==> src/rtl/shhs_pkg.sv <==
package shhs_pkg;

    localparam int AXIS_COUNT_DEF = 4;
    // The axis field is two bits wide, so no more than four entries are ever addressed.
    localparam int AXIS_SLOTS   = 4;

    localparam logic [15:0] POWER_OFF_TICKS_RST = 16'd10;
    localparam logic [15:0] POWER_ON_TICKS_RST  = 16'd10;
    localparam logic [15:0] STALL_TICKS_RST     = 16'd1000;
    localparam logic [15:0] SETTLE_TICKS_RST    = 16'd10;
    localparam logic [15:0] TRIGGER_TICKS_RST   = 16'd500;
    localparam logic [15:0] HOMING_SPEED_RST    = 16'd5;

    typedef enum logic [3:0] {
        ST_UNPOWERED = 4'd0,
        ST_POWERED   = 4'd1,
        ST_PC_OFF    = 4'd2,
        ST_PC_ON     = 4'd3,
        ST_BEGIN     = 4'd4,
        ST_HOMING    = 4'd5,
        ST_STOP      = 4'd6,
        ST_HOMED     = 4'd7,
        ST_READY     = 4'd8
    } t_state;

    typedef enum logic [2:0] {
        REG_POWER_OFF_TICKS = 3'd0,
        REG_POWER_ON_TICKS  = 3'd1,
        REG_STALL_TICKS     = 3'd2,
        REG_SETTLE_TICKS    = 3'd3,
        REG_TRIGGER_TICKS   = 3'd4,
        REG_HOMING_SPEED    = 3'd5
    } t_reg_idx;

    typedef struct packed {
        t_state      state;
        logic [15:0] ticks;
        logic [15:0] zf_ticks;
    } t_entry;

    function automatic logic [15:0] sat_inc(input logic [15:0] v);
        return (v == 16'hFFFF) ? v : v + 16'd1;
    endfunction

endpackage

==> src/rtl/servo_hardstop_homing_sequencer.sv <==
// Each in-range tick passes through stage 1 and then the output register; ticks for an axis
// at or above AXIS_COUNT give no result. Throughput: one tick per cycle for any mix of axes
// unless the output stalls; the per-axis state memory is read in the accept cycle and written
// back as the tick leaves stage 1, with a bypass for back-to-back ticks of the same axis.
// Reset: synchronous; all axes read as unpowered with zero counters and the
// registers take their default values, with no clearing pass.
module servo_hardstop_homing_sequencer #(
    parameter int AXIS_COUNT = shhs_pkg::AXIS_COUNT_DEF
) (
    input  logic               i_clk,
    input  logic               i_rst_n,
    input  logic               i_valid,
    output logic               o_stall,
    input  logic [1:0]         i_axis,
    input  logic               i_machine_on,
    input  logic               i_start_homing,
    input  logic signed [15:0] i_feedback,
    output logic               o_valid,
    input  logic               i_stall,
    output logic [1:0]         o_axis_out,
    output logic [3:0]         o_seq_state,
    output logic               o_motor_enable,
    output logic               o_homing_busy,
    output logic               o_moving_flag,
    output logic               o_homed_flag,
    output logic               o_home_trigger,
    output logic [15:0]        o_speed_out,
    output logic               o_clear_request,
    input  logic               i_cfg_valid,
    output logic               o_cfg_ready,
    input  logic [2:0]         i_cfg_index,
    input  logic [15:0]        i_cfg_data
);
    import shhs_pkg::*;

    localparam int DEPTH = (AXIS_COUNT < AXIS_SLOTS) ? AXIS_COUNT : AXIS_SLOTS;
    localparam int AW    = (DEPTH > 1) ? $clog2(DEPTH) : 1;

    logic [15:0] r_power_off_ticks;
    logic [15:0] r_power_on_ticks;
    logic [15:0] r_stall_ticks;
    logic [15:0] r_settle_ticks;
    logic [15:0] r_trigger_ticks;
    logic [15:0] r_homing_speed;

    t_entry            mem [DEPTH];
    logic [DEPTH-1:0]  r_vld;
    t_entry            r_rd_data;
    logic              r_rd_vld;
    logic              r_byp;
    t_entry            r_byp_data;

    logic              r_s1_valid;
    logic [AW-1:0]     r_s1_idx;
    logic [1:0]        r_s1_axis;
    logic              r_s1_on;
    logic              r_s1_req;
    logic              r_s1_fbz;

    logic              r_out_valid;

    logic              w_accept;
    logic              w_s1_go;
    logic              w_in_range;
    logic [AW-1:0]     w_idx;
    t_entry            w_cur;
    t_entry            n_entry;
    t_state            w_nxt;
    logic [15:0]       w_zf;

    logic              n_en;
    logic              n_busy;
    logic              n_mov;
    logic              n_hmd;
    logic              n_trg;
    logic [15:0]       n_spd;
    logic              n_clr;

    assign o_cfg_ready = 1'b1;

    always_ff @(posedge i_clk) begin
        if (!i_rst_n) begin
            r_power_off_ticks <= POWER_OFF_TICKS_RST;
            r_power_on_ticks  <= POWER_ON_TICKS_RST;
            r_stall_ticks     <= STALL_TICKS_RST;
            r_settle_ticks    <= SETTLE_TICKS_RST;
            r_trigger_ticks   <= TRIGGER_TICKS_RST;
            r_homing_speed    <= HOMING_SPEED_RST;
        end else if (i_cfg_valid && o_cfg_ready) begin
            unique case (i_cfg_index)
                REG_POWER_OFF_TICKS: r_power_off_ticks <= i_cfg_data;
                REG_POWER_ON_TICKS:  r_power_on_ticks  <= i_cfg_data;
                REG_STALL_TICKS:     r_stall_ticks     <= i_cfg_data;
                REG_SETTLE_TICKS:    r_settle_ticks    <= i_cfg_data;
                REG_TRIGGER_TICKS:   r_trigger_ticks   <= i_cfg_data;
                REG_HOMING_SPEED:    r_homing_speed    <= i_cfg_data;
                default: ;
            endcase
        end
    end

    // Stage 1 moves into the output register whenever that register is empty or being taken.
    assign w_s1_go    = r_s1_valid && (!r_out_valid || !i_stall);
    assign o_stall    = r_s1_valid && !w_s1_go;
    assign w_accept   = i_valid && !o_stall;
    assign w_in_range = (32'(i_axis) < AXIS_COUNT);
    assign w_idx      = i_axis[AW-1:0];

    always_ff @(posedge i_clk) begin
        if (w_s1_go) begin
            mem[r_s1_idx] <= n_entry;
        end
        if (w_accept) begin
            r_rd_data <= mem[w_idx];
        end
    end

    always_ff @(posedge i_clk) begin
        if (!i_rst_n) begin
            r_vld      <= '0;
            r_rd_vld   <= 1'b0;
            r_byp      <= 1'b0;
            r_s1_valid <= 1'b0;
        end else begin
            if (w_s1_go) begin
                r_vld[r_s1_idx] <= 1'b1;
            end
            if (w_accept) begin
                r_rd_vld   <= r_vld[w_idx];
                // The memory read in this cycle misses the write-back happening at the same edge.
                r_byp      <= w_s1_go && (r_s1_idx == w_idx);
                r_s1_valid <= w_in_range;
            end else if (w_s1_go) begin
                r_s1_valid <= 1'b0;
            end
        end
    end

    always_ff @(posedge i_clk) begin
        if (w_accept) begin
            r_byp_data <= n_entry;
            r_s1_idx   <= w_idx;
            r_s1_axis  <= i_axis;
            r_s1_on    <= i_machine_on;
            r_s1_req   <= i_start_homing;
            r_s1_fbz   <= (i_feedback == 16'sd0);
        end
    end

    always_comb begin
        if (r_byp) begin
            w_cur = r_byp_data;
        end else if (r_rd_vld) begin
            w_cur = r_rd_data;
        end else begin
            w_cur = '0;
        end
    end

    always_comb begin
        w_nxt = w_cur.state;
        w_zf  = w_cur.zf_ticks;
        if (!r_s1_on) begin
            w_nxt = ST_UNPOWERED;
        end else begin
            unique case (w_cur.state)
                ST_UNPOWERED: w_nxt = ST_POWERED;
                ST_POWERED, ST_READY: begin
                    if (r_s1_req) w_nxt = ST_PC_OFF;
                end
                ST_PC_OFF: begin
                    if (w_cur.ticks >= r_power_off_ticks) begin
                        w_nxt = ST_PC_ON;
                        w_zf  = '0;
                    end
                end
                ST_PC_ON: begin
                    if (w_cur.ticks >= r_power_on_ticks) w_nxt = ST_BEGIN;
                end
                ST_BEGIN: w_nxt = ST_HOMING;
                ST_HOMING: begin
                    if (w_cur.zf_ticks >= r_stall_ticks) w_nxt = ST_STOP;
                end
                ST_STOP: begin
                    if (w_cur.ticks >= r_settle_ticks) w_nxt = ST_HOMED;
                end
                ST_HOMED: begin
                    if (w_cur.ticks >= r_trigger_ticks) w_nxt = ST_READY;
                end
                default: w_nxt = ST_UNPOWERED;
            endcase
        end

        if (w_nxt == ST_HOMING) begin
            w_zf = r_s1_fbz ? sat_inc(w_zf) : 16'd0;
        end

        n_entry.state    = w_nxt;
        n_entry.ticks    = (w_nxt != w_cur.state) ? 16'd0 : sat_inc(w_cur.ticks);
        n_entry.zf_ticks = w_zf;

        n_en   = 1'b0;
        n_busy = 1'b0;
        n_mov  = 1'b0;
        n_hmd  = 1'b0;
        n_trg  = 1'b0;
        n_spd  = 16'd0;
        n_clr  = 1'b0;
        unique case (w_nxt)
            ST_POWERED: n_en = 1'b1;
            ST_PC_OFF: begin
                n_busy = 1'b1;
                n_clr  = 1'b1;
            end
            ST_PC_ON: begin
                n_en   = 1'b1;
                n_busy = 1'b1;
            end
            ST_BEGIN, ST_HOMING: begin
                n_en   = 1'b1;
                n_busy = 1'b1;
                n_mov  = 1'b1;
                n_spd  = r_homing_speed;
            end
            ST_STOP: begin
                n_en   = 1'b1;
                n_busy = 1'b1;
            end
            ST_HOMED: begin
                n_en  = 1'b1;
                n_trg = 1'b1;
            end
            ST_READY: begin
                n_en  = 1'b1;
                n_hmd = 1'b1;
            end
            default: ;
        endcase
    end

    always_ff @(posedge i_clk) begin
        if (!i_rst_n) begin
            r_out_valid <= 1'b0;
        end else if (w_s1_go) begin
            r_out_valid <= 1'b1;
        end else if (!i_stall) begin
            r_out_valid <= 1'b0;
        end
    end

    always_ff @(posedge i_clk) begin
        if (w_s1_go) begin
            o_axis_out      <= r_s1_axis;
            o_seq_state     <= w_nxt;
            o_motor_enable  <= n_en;
            o_homing_busy   <= n_busy;
            o_moving_flag   <= n_mov;
            o_homed_flag    <= n_hmd;
            o_home_trigger  <= n_trg;
            o_speed_out     <= n_spd;
            o_clear_request <= n_clr;
        end
    end

    assign o_valid = r_out_valid;

endmodule

==> config.mk <==
export PLATFORM = sky130hd
export DESIGN_NAME = servo_hardstop_homing_sequencer
export DESIGN_NICKNAME = d
export VERILOG_FILES = /design/src/rtl/shhs_pkg.sv /design/src/rtl/servo_hardstop_homing_sequencer.sv
export SDC_FILE = /design/constraint.sdc
export NUM_CORES = 1
export LEC_CHECK = 0
export ABC_AREA = 1
export BUFFER_PORTS_ARGS = -buffer_cell sky130_fd_sc_hd__buf_2
export CORE_ASPECT_RATIO = 1.1
export CORE_MARGIN = 2
export CORE_UTILIZATION = 30
export DETAILED_ROUTE_END_ITERATION = 12
export GPL_ROUTABILITY_DRIVEN = 0
export GPL_TIMING_DRIVEN = 1
export PLACE_DENSITY = 0.53
export SETUP_SLACK_MARGIN = 0.15
export SYNTH_ARGS = -nofsm -noshare
export SYNTH_HDL_FRONTEND = slang
export SYNTH_SLANG_ARGS = --single-unit
==> constraint.sdc <==
create_clock -name i_clk -period 11.2 [get_ports i_clk]
set_clock_uncertainty 0.15 [all_clocks]
set_input_delay 0.56 -clock i_clk [delete_from_list [all_inputs] [get_ports i_clk]]
set_output_delay 0.56 -clock i_clk [all_outputs]
set_load 0.02 [all_outputs]
==> reports/qor.json <==
{
  "grt_use_total": {"value": 15.2, "unit": "%"},
  "tritoncts_clock_tree": {"value": "built"},
  "worst_ep_arrival_time": {"value": 5.13, "unit": "ns"},
  "leakage": {"value": 7.40, "unit": "nW"},
  "clock_tree.root_cell": {"value": "clkbuf_16"},
  "synthArstFlopShare": {"value": 0, "unit": "%"},
  "latest_clock_arrival_within_the_worst_skew_pair": {"value": 0.55, "unit": "ns"},
  "cp-start-kind": {"value": "register"},
  "mappedNetlistNets": {"value": 1777},
  "comb_power_share": {"value": 9.2, "unit": "%"},
  "number_of_hold_buffers_added_after_cts": {"value": 0},
  "place_ws": {"value": 6.28, "unit": "ns"},
  "postCtsSetupRepairBufs": {"value": 0},
  "worst-endpoint-required": {"value": 11.32, "unit": "ns"},
  "clock_buffers_created_by_tritoncts": {"value": 36},
  "finalSetupViolations": {"value": 0},
  "vias": {"value": 11800},
  "portBuffers": {"value": 73},
  "detail_route.first_pass.iterations": {"value": 5},
  "yosysSeqAreaShare": {"value": 58.7, "unit": "%"},
  "timing.final.max_slew_violations": {"value": 0},
  "cell_internal_pwr": {"value": 2.27, "unit": "mW"},
  "max_stage_delay": {"value": 0.43, "unit": "ns"},
  "grt_first_pass_wirelength": {"value": 65000, "unit": "um"},
  "grt_start_max_net_pins": {"value": 96},
  "worstHoldPathCells": {"value": 1},
  "layout-drive-gt1-share": {"value": 11.8, "unit": "%"},
  "ys_warn_count": {"value": 0},
  "reg2reg_setup_slack": {"value": 6.19, "unit": "ns"},
  "place_area": {"value": 0.0174, "unit": "mm^2"},
  "rsz0062_at_grt": {"value": "no"},
  "sequentialPowerShare": {"value": 49.1, "unit": "%"},
  "min_path_type": {"value": "input pin to register"},
  "power_switching_share": {"value": 24.1, "unit": "%"},
  "cts.repair.resized": {"value": 0},
  "hpwl": {"value": 28200, "unit": "um"},
  "relSlewSlack": {"value": 27.9, "unit": "%"},
  "routed_wire_length_per_instance": {"value": 17.1, "unit": "um"},
  "timing.final.crit_period": {"value": 5.01, "unit": "ns"},
  "first_global_vias": {"value": 11400},
  "boundaryPins": {"value": 75},
  "hold-path-endpoint": {"value": "r_s1_req$_DFFE_PP_"},
  "netSwitchingPower": {"value": 0.721, "unit": "mW"},
  "worstMarginPinSlew": {"value": 1.08, "unit": "ns"},
  "numClockSinks": {"value": 353},
  "path_clk_slew": {"value": 0.06, "unit": "ns"},
  "die-width": {"value": 226, "unit": "um"},
  "synth.distinct_cells": {"value": 42},
  "final-hold-violation-count": {"value": 0},
  "fmaxAchievable": {"value": 0.200, "unit": "GHz"},
  "worst_setup_path_end_kind": {"value": "register"},
  "fp-row-count": {"value": 89},
  "power.clock.fraction": {"value": 41.6, "unit": "%"},
  "synth_area": {"value": 0.0163, "unit": "mm^2"},
  "status": {"value": "completed"},
  "power-per-cell-area": {"value": 160, "unit": "mW/mm^2"},
  "worst_reg2reg_path_endpoint": {"value": "mem[1][1]$_DFFE_PP_"},
  "post-route-drc-count": {"value": 0},
  "dominantRegCellSynth": {"value": "edfxtp_1"},
  "grt_overflow": {"value": 0},
  "path_max_fanout": {"value": 36},
  "postSynthAreaPerCell": {"value": 9.86, "unit": "um^2"},
  "timing_worst_setup_path_type": {"value": "register to register"},
  "diodes": {"value": 0},
  "dieArea": {"value": 0.0561, "unit": "mm^2"},
  "core_region_area": {"value": 0.0537, "unit": "mm^2"},
  "area_growth_syn_to_layout": {"value": 14.5, "unit": "%"},
  "totalNegativeSetupSlack": {"value": 0, "unit": "ns"},
  "final.setup.worst_slack": {"value": 6.19, "unit": "ns"},
  "power.ir.vdd_worst": {"value": 110, "unit": "uV"},
  "detail_route.wirelength": {"value": 42200, "unit": "um"},
  "rr_worst_depth": {"value": 23},
  "initial_antenna_violation_count": {"value": 2},
  "crit_chain": {"value": "inv_1 -> nor2_4 -> buf_4 -> a22oi_1 -> inv_1 -> ha_1 -> a21oi_1 -> o21a_1 -> nand2_1 -> nand2_1 -> nand2_1 -> nand2_8 -> inv_1 -> nor2_1 -> ha_1 -> inv_1 -> nor2_1 -> nand3_1 -> nor2_2 -> nand2_2 -> nand2_1 -> nand3_1 -> o21ai_0"},
  "avgViaCountPerCell": {"value": 4.78},
  "syn_inst": {"value": 1651},
  "drt.antenna.violating_nets": {"value": 0},
  "cts_htree_levels": {"value": 2},
  "critical_path.reg2reg.startpoint": {"value": "r_rd_vld$_SDFFE_PN0P_"},
  "final_cell_area": {"value": 0.0186, "unit": "mm^2"},
  "worstHoldStart": {"value": "i_start_homing"},
  "detail_route.iter0.violations": {"value": 822},
  "synth.ff_latch_count": {"value": 353},
  "die_h": {"value": 248, "unit": "um"},
  "cpMaxStageDelayCell": {"value": "o21ai_0"},
  "start_util": {"value": 30.3, "unit": "%"},
  "maxCapViolations": {"value": 0},
  "timing.final.crit_share": {"value": 44.7, "unit": "%"},
  "number_of_synthesized_flops_with_an_enable_pin": {"value": 249},
  "finalNetCount": {"value": 1842},
  "clock_tree.buffer_depth": {"value": 3}
}
-- flip-flops by register name (all words and copies together), names as in the netlist, 2 cells and up --
register           flops
mem                  144
o_axis_out             2
r_settle_ticks        16
o_seq_state            4
r_power_on_ticks      16
r_power_off_ticks     16
o_speed_out           16
r_trigger_ticks       16
r_homing_speed        16
r_vld                  4
r_stall_ticks         16
r_rd_data             36
r_s1_axis              2
r_byp_data            36
-- worst max-delay path: cells and delay by family, from the launching register on --
family          cells  cell delay, ns
buf+inv             5            0.70
flops               1            0.30
fa+ha+maj           2            0.61
compound gates      4            1.15
simple gates       12            1.78
-- through the flow --
stage | hold slack, ns | power, mW | util [%] | std cells
global route | 0.0515 | 3.11 | 34.7 | 2472
detailed placement | 0.295 | 1.78 | 32.4 | 2406
finish | 0.0588 | 2.99 | 34.7 | 2472
floorplan | 0.280 | 1.68 | - | 1651
global placement | 0.291 | 1.77 | 32.4 | 2406
CTS | 0.0483 | 3.02 | 34.7 | 2472
-- synthesized netlist by cell type, drive strengths merged, types with 2 or more instances --
cell	instances	area, um^2
edfxtp	249	7480
nand2	230	925
nor2	211	860
inv	207	777
o21ai	189	946
a21oi	118	591
dfxtp	104	2080
ha	82	1030
nand3	52	293
clkbuf	45	169
o22ai	37	231
a22oi	28	210
nor3	18	95.1
o211ai	18	135
buf	15	106
nand4	14	87.6
xnor2	7	61.3
nor4	6	37.5
xor2	6	60.1
o21a	3	22.5
a21o	2	15.0
a22o	2	17.5
clkinv	2	7.51
or2	2	12.5
-- cell type report --
type                    count  area, um^2
clock buffers              49        1020
well taps                 728         911
repair buffers             87         470
clock inverters            17         200
flip-flops and latches    353        9560
inverters                 209         786
multi-input cells        1029        5680
fillers                  5441       35000
-- worst max-delay path by stage --
stage	end	slack (ns)	depth (start not counted)	from
after floorplan	mem[1][0]$_DFFE_PP_	5.78	5	i_stall
after global placement	mem[0][0]$_DFFE_PP_	6.54	22	r_rd_vld$_SDFFE_PN0P_
after CTS	mem[1][1]$_DFFE_PP_	6.26	22	r_rd_vld$_SDFFE_PN0P_
final	mem[1][1]$_DFFE_PP_	6.19	23	r_rd_vld$_SDFFE_PN0P_
after detailed placement	mem[2][1]$_DFFE_PP_	6.28	22	r_rd_vld$_SDFFE_PN0P_
after global routing	mem[1][1]$_DFFE_PP_	5.63	22	r_rd_vld$_SDFFE_PN0P_
-- cell usage in the layout, fill, tap and decap left out, drive strengths merged, types with 3 or more instances in the layout --
cell type  instances
o21ai            189
xnor2              7
nand2            230
o21a               3
edfxtp           249
nor4               6
buf               87
nor2             211
a21oi            118
a22oi             28
clkbuf            49
ha                82
nand3             52
nor3              18
dfxtp            104
nand4             14
inv              206
o22ai             37
o211ai            18
xor2               6
clkinv            14
bufinv             4
-- power groups by stage --
stage	clock network (mW)	logic (mW)	registers, mW
after floorplan	0	0.179	1.50
after global placement	0	0.272	1.50
after detailed placement	0	0.279	1.50
after CTS	1.27	0.280	1.47
after global routing	1.32	0.313	1.47
final	1.24	0.276	1.47
-- metal layers --
metal,GRT usage (%),share of wire (%),wire length (um),up-vias
li1,-,-,-,5806
met5,0,0.064,27,-
met4,6.21,3.8,1600,4
met3,2.32,4.6,1940,83
met2,25.9,48,20200,254
met1,19.2,44,18500,5659
-- kinds of logic after synthesis --
group | count (synthesis) | synth area share (%)
AOI/OAI and AO/OA | 399 | 13.4
xor gates and xnor gates | 13 | 0.746
adders and majority gates | 82 | 6.31
buffers and inverters | 269 | 6.51
DFF | 353 | 58.7
other | 1 | 0.0230
and+or+nand+nor | 534 | 14.2
No activity file was read; power rests on OpenSTA's default activity.
